[src/rtl/core/bbps_pkg.sv]
// ----------------------------------------------------------------------------
// bbps_pkg
// Shared types, constants and helpers for the bouncing block physics step.
// ----------------------------------------------------------------------------
package bbps_pkg;

  // Fixed point fraction bits of positions and velocities
  localparam int FRAC_BITS = 8;

  // Field widths
  localparam int COORD_W  = 24;
  localparam int REST_W   = 9;
  localparam int GRAV_W   = 13;
  localparam int FRIC_W   = 12;
  localparam int BLOCK_W  = 10;
  localparam int ARENA_W  = 12;

  // Configuration channel
  localparam int CFG_IDX_W  = 3;
  localparam int CFG_DATA_W = 13;

  // Stream payload widths
  localparam int S_TDATA_W = 4 * COORD_W;
  localparam int S_TUSER_W = 2;
  localparam int M_TDATA_W = 152;

  // Saturation helper input width
  localparam int SAT_W = 40;

  typedef enum logic [CFG_IDX_W-1:0] {
    CFG_RESTITUTION    = 3'd0,
    CFG_GRAVITY_Y      = 3'd1,
    CFG_FLOOR_FRICTION = 3'd2,
    CFG_BLOCK_WIDTH    = 3'd3,
    CFG_BLOCK_HEIGHT   = 3'd4,
    CFG_ARENA_WIDTH    = 3'd5,
    CFG_ARENA_HEIGHT   = 3'd6
  } cfg_idx_e;

  // Reset values of the configuration registers
  localparam logic [REST_W-1:0]         RST_RESTITUTION    = 9'd205;
  localparam logic signed [GRAV_W-1:0]  RST_GRAVITY_Y      = 13'sd0;
  localparam logic [FRIC_W-1:0]         RST_FLOOR_FRICTION = 12'd18;
  localparam logic [BLOCK_W-1:0]        RST_BLOCK_WIDTH    = 10'd20;
  localparam logic [BLOCK_W-1:0]        RST_BLOCK_HEIGHT   = 10'd20;
  localparam logic [ARENA_W-1:0]        RST_ARENA_WIDTH    = 12'd800;
  localparam logic [ARENA_W-1:0]        RST_ARENA_HEIGHT   = 12'd450;

  typedef struct packed {
    logic [REST_W-1:0]        restitution;
    logic signed [GRAV_W-1:0] gravity_y;
    logic [FRIC_W-1:0]        floor_friction;
    logic [BLOCK_W-1:0]       block_width;
    logic [BLOCK_W-1:0]       block_height;
    logic [ARENA_W-1:0]       arena_width;
    logic [ARENA_W-1:0]       arena_height;
  } cfg_t;

  typedef struct packed {
    logic                      grab;
    logic                      take_delta;
    logic signed [COORD_W-1:0] pointer_x;
    logic signed [COORD_W-1:0] pointer_y;
    logic signed [COORD_W-1:0] delta_x;
    logic signed [COORD_W-1:0] delta_y;
  } item_t;

  typedef struct packed {
    logic signed [COORD_W-1:0] pos_x;
    logic signed [COORD_W-1:0] pos_y;
    logic signed [COORD_W-1:0] vel_x;
    logic signed [COORD_W-1:0] vel_y;
  } state_t;

  typedef struct packed {
    logic signed [COORD_W-1:0] center_x;
    logic signed [COORD_W-1:0] center_y;
    logic signed [COORD_W-1:0] speed_x;
    logic signed [COORD_W-1:0] speed_y;
    logic signed [COORD_W-1:0] rect_left;
    logic signed [COORD_W-1:0] rect_top;
    logic                      hit_side;
    logic                      hit_floor_or_top;
  } result_t;

  localparam logic signed [SAT_W-1:0] COORD_MAX = 40'sd8388607;
  localparam logic signed [SAT_W-1:0] COORD_MIN = -40'sd8388608;

  // Clip a wide signed value to the 24 bit coordinate range
  function automatic logic signed [COORD_W-1:0] sat24(input logic signed [SAT_W-1:0] v);
    logic signed [COORD_W-1:0] r;
    if (v > COORD_MAX) begin
      r = COORD_MAX[COORD_W-1:0];
    end else if (v < COORD_MIN) begin
      r = COORD_MIN[COORD_W-1:0];
    end else begin
      r = v[COORD_W-1:0];
    end
    return r;
  endfunction

endpackage

[src/rtl/core/bbps_cfg_regs.sv]
// ----------------------------------------------------------------------------
// bbps_cfg_regs
// Configuration register file, written through an index/data channel.
// ----------------------------------------------------------------------------
module bbps_cfg_regs (
  input  logic                             clk_i,
  input  logic                             rst_ni,
  input  logic                             cfg_valid_i,
  input  logic [bbps_pkg::CFG_IDX_W-1:0]   cfg_index_i,
  input  logic [bbps_pkg::CFG_DATA_W-1:0]  cfg_data_i,
  output bbps_pkg::cfg_t                   cfg_o
);

  bbps_pkg::cfg_t cfg_q, cfg_d;

  // Decode the write request
  always_comb begin
    cfg_d = cfg_q;
    if (cfg_valid_i) begin
      unique case (bbps_pkg::cfg_idx_e'(cfg_index_i))
        bbps_pkg::CFG_RESTITUTION:
          cfg_d.restitution = cfg_data_i[bbps_pkg::REST_W-1:0];
        bbps_pkg::CFG_GRAVITY_Y:
          cfg_d.gravity_y = $signed(cfg_data_i[bbps_pkg::GRAV_W-1:0]);
        bbps_pkg::CFG_FLOOR_FRICTION:
          cfg_d.floor_friction = cfg_data_i[bbps_pkg::FRIC_W-1:0];
        bbps_pkg::CFG_BLOCK_WIDTH:
          cfg_d.block_width = cfg_data_i[bbps_pkg::BLOCK_W-1:0];
        bbps_pkg::CFG_BLOCK_HEIGHT:
          cfg_d.block_height = cfg_data_i[bbps_pkg::BLOCK_W-1:0];
        bbps_pkg::CFG_ARENA_WIDTH:
          cfg_d.arena_width = cfg_data_i[bbps_pkg::ARENA_W-1:0];
        bbps_pkg::CFG_ARENA_HEIGHT:
          cfg_d.arena_height = cfg_data_i[bbps_pkg::ARENA_W-1:0];
        default: ;  // unused index, write dropped
      endcase
    end
  end

  always_ff @(posedge clk_i or negedge rst_ni) begin
    if (!rst_ni) begin
      cfg_q.restitution    <= bbps_pkg::RST_RESTITUTION;
      cfg_q.gravity_y      <= bbps_pkg::RST_GRAVITY_Y;
      cfg_q.floor_friction <= bbps_pkg::RST_FLOOR_FRICTION;
      cfg_q.block_width    <= bbps_pkg::RST_BLOCK_WIDTH;
      cfg_q.block_height   <= bbps_pkg::RST_BLOCK_HEIGHT;
      cfg_q.arena_width    <= bbps_pkg::RST_ARENA_WIDTH;
      cfg_q.arena_height   <= bbps_pkg::RST_ARENA_HEIGHT;
    end else begin
      cfg_q <= cfg_d;
    end
  end

  assign cfg_o = cfg_q;

endmodule

[src/rtl/core/bbps_physics.sv]
// ----------------------------------------------------------------------------
// bbps_physics
// One frame tick: grab handling, wall reflection, clamp, friction, gravity
// and integration, all saturating. Pure combinational logic.
// ----------------------------------------------------------------------------
module bbps_physics #(
  parameter int FracBits = bbps_pkg::FRAC_BITS
) (
  input  bbps_pkg::cfg_t    cfg_i,
  input  bbps_pkg::item_t   item_i,
  input  bbps_pkg::state_t  state_i,
  output bbps_pkg::state_t  state_o,
  output bbps_pkg::result_t res_o
);

  localparam int CW    = bbps_pkg::COORD_W;
  localparam int SW    = bbps_pkg::SAT_W;
  localparam int DimW  = bbps_pkg::ARENA_W + FracBits;
  localparam int ExtW  = ((DimW > CW) ? DimW : CW) + 2;
  localparam int ProdW = CW + bbps_pkg::REST_W + 2;

  logic signed [ExtW-1:0]  hw, hh, aw, ah, px, py, pxc, pyc;
  logic                    left, right, top, floor_hit, hx, hy;
  logic signed [bbps_pkg::REST_W:0] rest_s;
  logic signed [ProdW-1:0] prod_x, prod_y, refl_x, refl_y;
  logic signed [CW-1:0]    vxr, vyr, vxn, vyn, pxs, pys, pos_xn, pos_yn;
  logic signed [CW:0]      vx_w, fric_w, vx_dec;
  bbps_pkg::state_t        nxt;

  // Arena geometry in fixed point
  assign hw = $signed(ExtW'(cfg_i.block_width) << (FracBits - 1));
  assign hh = $signed(ExtW'(cfg_i.block_height) << (FracBits - 1));
  assign aw = $signed(ExtW'(cfg_i.arena_width) << FracBits);
  assign ah = $signed(ExtW'(cfg_i.arena_height) << FracBits);
  assign px = ExtW'(state_i.pos_x);
  assign py = ExtW'(state_i.pos_y);

  // Wall overlap tests, on the position before clamping
  assign left      = (px - hw) < 0;
  assign right     = (px + hw) > aw;
  assign top       = (py - hh) < 0;
  assign floor_hit = (py + hh) > ah;
  assign hx        = left || right;
  assign hy        = top || floor_hit;

  // Reflection: round(-(v * e) / 256), ties toward plus infinity
  assign rest_s = $signed({1'b0, cfg_i.restitution});
  assign prod_x = ProdW'(state_i.vel_x) * ProdW'(rest_s);
  assign prod_y = ProdW'(state_i.vel_y) * ProdW'(rest_s);
  assign refl_x = (ProdW'(128) - prod_x) >>> 8;
  assign refl_y = (ProdW'(128) - prod_y) >>> 8;
  assign vxr = hx ? bbps_pkg::sat24(SW'(refl_x)) : state_i.vel_x;
  assign vyr = hy ? bbps_pkg::sat24(SW'(refl_y)) : state_i.vel_y;

  // Clamp inside the arena, left and top win
  always_comb begin
    if (left) begin
      pxc = hw;
    end else if (right) begin
      pxc = aw - hw;
    end else begin
      pxc = px;
    end
    if (top) begin
      pyc = hh;
    end else if (floor_hit) begin
      pyc = ah - hh;
    end else begin
      pyc = py;
    end
  end
  assign pxs = bbps_pkg::sat24(SW'(pxc));
  assign pys = bbps_pkg::sat24(SW'(pyc));

  // Floor friction pulls x velocity toward zero without crossing it
  assign vx_w   = (CW + 1)'(vxr);
  assign fric_w = $signed((CW + 1)'(cfg_i.floor_friction));
  always_comb begin
    vx_dec = vx_w;
    if (floor_hit && !top) begin
      if (vxr > 0) begin
        vx_dec = ((vx_w - fric_w) < 0) ? '0 : (vx_w - fric_w);
      end else if (vxr < 0) begin
        vx_dec = ((vx_w + fric_w) > 0) ? '0 : (vx_w + fric_w);
      end
    end
  end
  assign vxn = vx_dec[CW-1:0];
  assign vyn = bbps_pkg::sat24(SW'(vyr) + SW'(cfg_i.gravity_y));

  // Integrate
  assign pos_xn = bbps_pkg::sat24(SW'(pxs) + SW'(vxn));
  assign pos_yn = bbps_pkg::sat24(SW'(pys) + SW'(vyn));

  // Grabbed tick or physics tick
  always_comb begin
    if (item_i.grab) begin
      nxt.pos_x = item_i.pointer_x;
      nxt.pos_y = item_i.pointer_y;
      nxt.vel_x = item_i.take_delta ? item_i.delta_x : state_i.vel_x;
      nxt.vel_y = item_i.take_delta ? item_i.delta_y : state_i.vel_y;
    end else begin
      nxt.pos_x = pos_xn;
      nxt.pos_y = pos_yn;
      nxt.vel_x = vxn;
      nxt.vel_y = vyn;
    end
  end

  assign state_o = nxt;

  // Result fields
  assign res_o.center_x         = nxt.pos_x;
  assign res_o.center_y         = nxt.pos_y;
  assign res_o.speed_x          = nxt.vel_x;
  assign res_o.speed_y          = nxt.vel_y;
  assign res_o.rect_left        = bbps_pkg::sat24(SW'(nxt.pos_x) - SW'(hw));
  assign res_o.rect_top         = bbps_pkg::sat24(SW'(nxt.pos_y) - SW'(hh));
  assign res_o.hit_side         = !item_i.grab && hx;
  assign res_o.hit_floor_or_top = !item_i.grab && hy;

endmodule

[src/rtl/core/box_bounce_physics_step.sv]
// ----------------------------------------------------------------------------
// box_bounce_physics_step
// Bouncing block with restitution, one frame tick per request.
// ----------------------------------------------------------------------------
// Usage:
//   s_axis carries one tick request: pointer position, pointer delta and the
//   grab / take_delta flags. m_axis returns one result per request: new
//   center, velocity, rect corner and the wall hit flags.
//   cfg_* writes one register by index; it is always ready and must only be
//   used while no request is in flight.
// Timing:
//   A request is taken into the input register; the physics step runs
//   between that register and the result register. One request per cycle
//   is sustained while m_axis_tready stays high; the step updates the block
//   state in the same cycle as the result register, so ticks chain back to back.
// Reset:
//   Position and velocity clear to zero, registers take their default values,
//   both pipeline registers empty.
// Stall:
//   While m_axis_tready is low the result holds; one more request is still
//   taken into the input register if it is empty; then s_axis_tready drops.
// ----------------------------------------------------------------------------
module box_bounce_physics_step #(
  parameter int FRAC_BITS = bbps_pkg::FRAC_BITS
) (
  input  logic                             clk_i,
  input  logic                             rst_ni,
  // Tick requests
  input  logic                             s_axis_tvalid,
  output logic                             s_axis_tready,
  // [23:0] pointer_x, [47:24] pointer_y, [71:48] delta_x, [95:72] delta_y
  input  logic [bbps_pkg::S_TDATA_W-1:0]   s_axis_tdata,
  // [0] grab, [1] take_delta
  input  logic [bbps_pkg::S_TUSER_W-1:0]   s_axis_tuser,
  // Results
  output logic                             m_axis_tvalid,
  input  logic                             m_axis_tready,
  // [23:0] center_x, [47:24] center_y, [71:48] speed_x, [95:72] speed_y,
  // [119:96] rect_left, [143:120] rect_top, [144] hit_side,
  // [145] hit_floor_or_top, [151:146] zero
  output logic [bbps_pkg::M_TDATA_W-1:0]   m_axis_tdata,
  // Configuration writes
  input  logic                             cfg_valid_i,
  output logic                             cfg_ready_o,
  input  logic [bbps_pkg::CFG_IDX_W-1:0]   cfg_index_i,
  input  logic [bbps_pkg::CFG_DATA_W-1:0]  cfg_data_i
);

  localparam int CW = bbps_pkg::COORD_W;

  bbps_pkg::cfg_t    cfg;
  bbps_pkg::item_t   in_q;
  bbps_pkg::state_t  st_q, st_nxt;
  bbps_pkg::result_t res_d, res_q;
  logic              in_vld_q, in_vld_d, out_vld_q, out_vld_d;
  logic              out_free, s_acc, step;

  assign cfg_ready_o = 1'b1;

  bbps_cfg_regs u_cfg (
    .clk_i       (clk_i),
    .rst_ni      (rst_ni),
    .cfg_valid_i (cfg_valid_i),
    .cfg_index_i (cfg_index_i),
    .cfg_data_i  (cfg_data_i),
    .cfg_o       (cfg)
  );

  bbps_physics #(
    .FracBits (FRAC_BITS)
  ) u_phys (
    .cfg_i   (cfg),
    .item_i  (in_q),
    .state_i (st_q),
    .state_o (st_nxt),
    .res_o   (res_d)
  );

  // Handshake: input register drains into the result register
  assign out_free      = !out_vld_q || m_axis_tready;
  assign s_axis_tready = !in_vld_q || out_free;
  assign s_acc         = s_axis_tvalid && s_axis_tready;
  assign step          = in_vld_q && out_free;

  always_comb begin
    in_vld_d = in_vld_q;
    if (s_acc) begin
      in_vld_d = 1'b1;
    end else if (out_free) begin
      in_vld_d = 1'b0;
    end
    out_vld_d = out_free ? in_vld_q : out_vld_q;
  end

  // Control and block state
  always_ff @(posedge clk_i or negedge rst_ni) begin
    if (!rst_ni) begin
      in_vld_q  <= 1'b0;
      out_vld_q <= 1'b0;
      st_q      <= '0;
    end else begin
      in_vld_q  <= in_vld_d;
      out_vld_q <= out_vld_d;
      if (step) begin
        st_q <= st_nxt;
      end
    end
  end

  // Payload registers
  always_ff @(posedge clk_i) begin
    if (s_acc) begin
      in_q.grab       <= s_axis_tuser[0];
      in_q.take_delta <= s_axis_tuser[1];
      in_q.pointer_x  <= $signed(s_axis_tdata[CW-1:0]);
      in_q.pointer_y  <= $signed(s_axis_tdata[2*CW-1:CW]);
      in_q.delta_x    <= $signed(s_axis_tdata[3*CW-1:2*CW]);
      in_q.delta_y    <= $signed(s_axis_tdata[4*CW-1:3*CW]);
    end
    if (step) begin
      res_q <= res_d;
    end
  end

  assign m_axis_tvalid = out_vld_q;
  assign m_axis_tdata  = {6'b0, res_q.hit_floor_or_top, res_q.hit_side,
                          res_q.rect_top, res_q.rect_left,
                          res_q.speed_y, res_q.speed_x,
                          res_q.center_y, res_q.center_x};

endmodule

[config.mk]
export PLATFORM = sky130hd
export DESIGN_NAME = box_bounce_physics_step
export DESIGN_NICKNAME = d
export VERILOG_FILES = /design/src/rtl/core/bbps_pkg.sv /design/src/rtl/core/bbps_cfg_regs.sv /design/src/rtl/core/bbps_physics.sv /design/src/rtl/core/box_bounce_physics_step.sv
export SDC_FILE = /design/constraint.sdc
export NUM_CORES = 2
export LEC_CHECK = 0
export ABC_AREA = 1
export ABC_CLOCK_PERIOD_IN_PS = 22300
export CAP_MARGIN = 20
export CELL_PAD_IN_SITES_DETAIL_PLACEMENT = 1
export CELL_PAD_IN_SITES_GLOBAL_PLACEMENT = 1
export CORE_MARGIN = 5
export CORE_UTILIZATION = 40
export CTS_BUF_LIST = sky130_fd_sc_hd__clkbuf_8
export CTS_CLUSTER_DIAMETER = 200
export DETAILED_ROUTE_END_ITERATION = 16
export DONT_BUFFER_PORTS = 1
export PLACE_DENSITY = 0.77
export SLEW_MARGIN = 30
export SYNTH_ARGS = -nofsm -noshare
export SYNTH_HDL_FRONTEND = slang
export SYNTH_HIERARCHICAL = 1
export SYNTH_SLANG_ARGS = --single-unit
[constraint.sdc]
create_clock -name clk_i -period 22.3 [get_ports clk_i]
set_input_delay 2.23 -clock clk_i [delete_from_list [all_inputs] [get_ports clk_i]]
set_output_delay 2.23 -clock clk_i [all_outputs]
set_load 0.02 [all_outputs]
==> qor.yml <==
global_routing:
  antenna_found_initial: 10
  grt_max_degree: 177
  grt_pass1_wl_um: 241000
  grt_pass1_vias: 41800
  overflow: 0
  grt_usage: 0.253
route:
  routed_wl_um: 157000
  via_count: 38900
  drc: 0
  avgRoutedWirePerCell_um: 21.0
  ant_nets: 0
  drt_iter0_drc: 2379
  dr.pass1.iters: 5
  viasPerCell: 5.20
critical_path:
  critical_path_required_ps: 22760
  crit_path_max_incr_delay_ps: 810
  crit_buf_inv: 11
  crit_path_end_kind: "flip-flop"
  worstSetupPathType: "flip-flop to flip-flop"
  worst_path_most_repeated_cell: "nand2_1"
  cp_top_family: "simple AND/OR/NAND/NOR gates"
  startpoint: "u_cfg/cfg_o[71]"
  rr_worst_depth: 81
  crit_path_max_fanout: 31
  rr_startpoint: "u_cfg/cfg_o[71]"
  critical_path.startpoint_type: "flip-flop"
  rr_endpoint: "m_axis_tdata[140]"
  worstPathArrival_ps: 18020
  slowest_stage: "dfstp_2"
  r2r_slack_ps: 4740
final_layout:
  syn_to_final_growth_pct: 4.59
  fillers: 14500
  drive_above_1_share: 0.0528
  final_core_util: 0.420
  final_nets: 6771
sta:
  final-max-slew-violation-count: 0
  skew_ps: 50.4
  setup_tns_ps: 0
  worst_pin_slew_ps: 959
  final.setup.worst_slack_ps: 4740
  period_minus_slack_ps: 17560
  fin_crit_sh: 0.787
  slew_headroom: 0.361
  rsz0062_at_grt: "false"
  timing.fmax_mhz: 57.0
  hold_viol: 0
  setup_viol: 0
cts:
  cts_root_buf: "clkbuf_8"
  htreeDepth: 3
  post_cts_resize_count: 0
  cts_tree: "yes"
  max-clock-path-buffers: 3
  hold_buffers: 0
  numCtsBuffers: 77
  cts_setup_buffers: 0
  clk_pin_slew_ps: 70
  clock_sinks: 420
  clock_latency_ps: 750
die:
  core_um2: 116000
  rows: 125
  dieHeight_um: 351
  start_util: 0.402
  die_area_um2: 123000
  die_w_um: 351
  pin_count: 274
synth:
  async_flop_share: 0.419
  yosysSeqAreaShare: 0.253
  syn_inst: 6095
  ys_seq_elements: 420
  syn_area_um2: 46500
  synth-edff-count: 244
  synth_cell_types: 68
  ys.warnings.count: 6
  syn_avg_cell_area_um2: 7.63
  synth_ff_type: "edfxtp_1"
placed_design:
  numPortBuffers: 0
  detailed_place_hpwl_um: 123000
  gp_congestion: 0.939
  place_ws_ps: 4790
hold_path:
  min_from: "st_q[49]"
  min_to: "st_q[49]"
  hold_class: "flip-flop to flip-flop"
  hold-path-cell-count: 2
status:
  outcome: "complete, no violations"
job:
  max_cap_viol_count: 0
worst reg2reg max path, delay by kind of cell (launching register included):
| kind | cells | cell delay, ps |
|---|---|---|
| buf+inv | 11 | 1110 |
| simple gates | 38 | 6790 |
| flops | 1 | 810 |
| fa+ha+maj | 12 | 4550 |
| compound gates | 19 | 3860 |
| xor+xnor | 1 | 180 |
metal layers:
metal	GRT usage	vias to the layer above	part of all wire
met1	0.331	19400	0.44
met3	0.0507	251	0.065
met2	0.423	982	0.47
met5	0	-	0.000083
li1	-	18200	-
met4	0.0827	2	0.031
registers in the layout (all words and copies together), names as in the netlist:
name	count
in_q	98
in_vld_q	1
m_axis_tdata	146
m_axis_tvalid	1
st_q	96
u_cfg/cfg_o	78
how the worst max path moves through the flow:
stage                              endpoint  slack, ps  cells past startpoint
after floorplan           m_axis_tdata[140]       8610                     86
after global placement    m_axis_tdata[136]       5130                     77
after detailed placement  m_axis_tdata[134]       4790                     81
after CTS                 m_axis_tdata[130]       4720                     81
after global routing      m_axis_tdata[130]       3380                     81
final                     m_axis_tdata[140]       4740                     81
cells by family after synthesis:
group                    Yosys count  share of synthesized area
AND/OR/NAND/NOR                 2417                      0.217
buffers and inverters           1638                      0.145
adder cells (fa/ha/maj)          766                      0.267
AO/OA/AOI/OAI                    656                     0.0806
flip-flops                       420                      0.253
XOR/XNOR                         196                     0.0369
other                              2                   0.000162
stage by stage:
stage | instances | hold WS [ps] | area (um2)
2_1_floorplan | 6100 | 437 | 46500
3_3_place_gp | 7331 | 456 | 46800
3_5_place_dp | 7331 | 461 | 46800
4_1_cts | 7475 | 477 | 48600
5_1_grt | 7477 | 496 | 48600
6_report | 7483 | 473 | 48600
area by class of cell:
type	count	area, um2	area share
Inverter	1319	4970	0.102
Antenna cell	8	20.0	0.000412
Clock inverter	59	576	0.0118
Timing Repair Buffer	26	199	0.00409
Sequential cell	420	11800	0.242
Tap cell	1524	1910	0.0392
Clock buffer	85	1170	0.0241
Multi-Input combinational cell	4042	28000	0.576
Yosys cell counts (12+ instances only):
cell type | number | area, um2
a21o_1 | 13 | 97.6
a21oi_1 | 307 | 1540
a31oi_1 | 19 | 119
buf_1 | 21 | 78.8
buf_2 | 48 | 240
buf_4 | 119 | 893
clkbuf_1 | 121 | 454
dfrtp_1 | 158 | 3950
dfstp_2 | 18 | 473
edfxtp_1 | 244 | 7330
fa_1 | 377 | 7550
ha_1 | 389 | 4870
inv_1 | 1295 | 4860
inv_2 | 21 | 78.8
nand2_1 | 1644 | 6170
nand2_2 | 39 | 244
nand3_1 | 314 | 1570
nand4_1 | 22 | 138
nor2_1 | 258 | 968
nor2_2 | 19 | 119
nor3_1 | 30 | 150
nor4_1 | 12 | 75.1
o211ai_1 | 26 | 195
o21a_1 | 18 | 135
o21ai_0 | 160 | 801
o21ai_1 | 16 | 80.1
o21bai_1 | 30 | 225
o22ai_1 | 12 | 75.1
or2_2 | 17 | 106
xnor2_1 | 71 | 622
xor2_1 | 125 | 1090
layout by cell type, fill, tap and decap left out, drive strengths merged, types with 85 or more instances in the layout:
master / Yosys / layout
edfxtp: 244 / 244
inv: 1317 / 1345
clkbuf: 121 / 85
dfrtp: 158 / 158
fa: 377 / 377
ha: 389 / 389
nand3: 325 / 325
a21oi: 311 / 311
nand2: 1692 / 1692
xor2: 125 / 125
nor2: 285 / 285
o21ai: 185 / 185
Power is not shown: default switching activity piles up to over one toggle a cycle in this logic, so the estimate is an artifact.
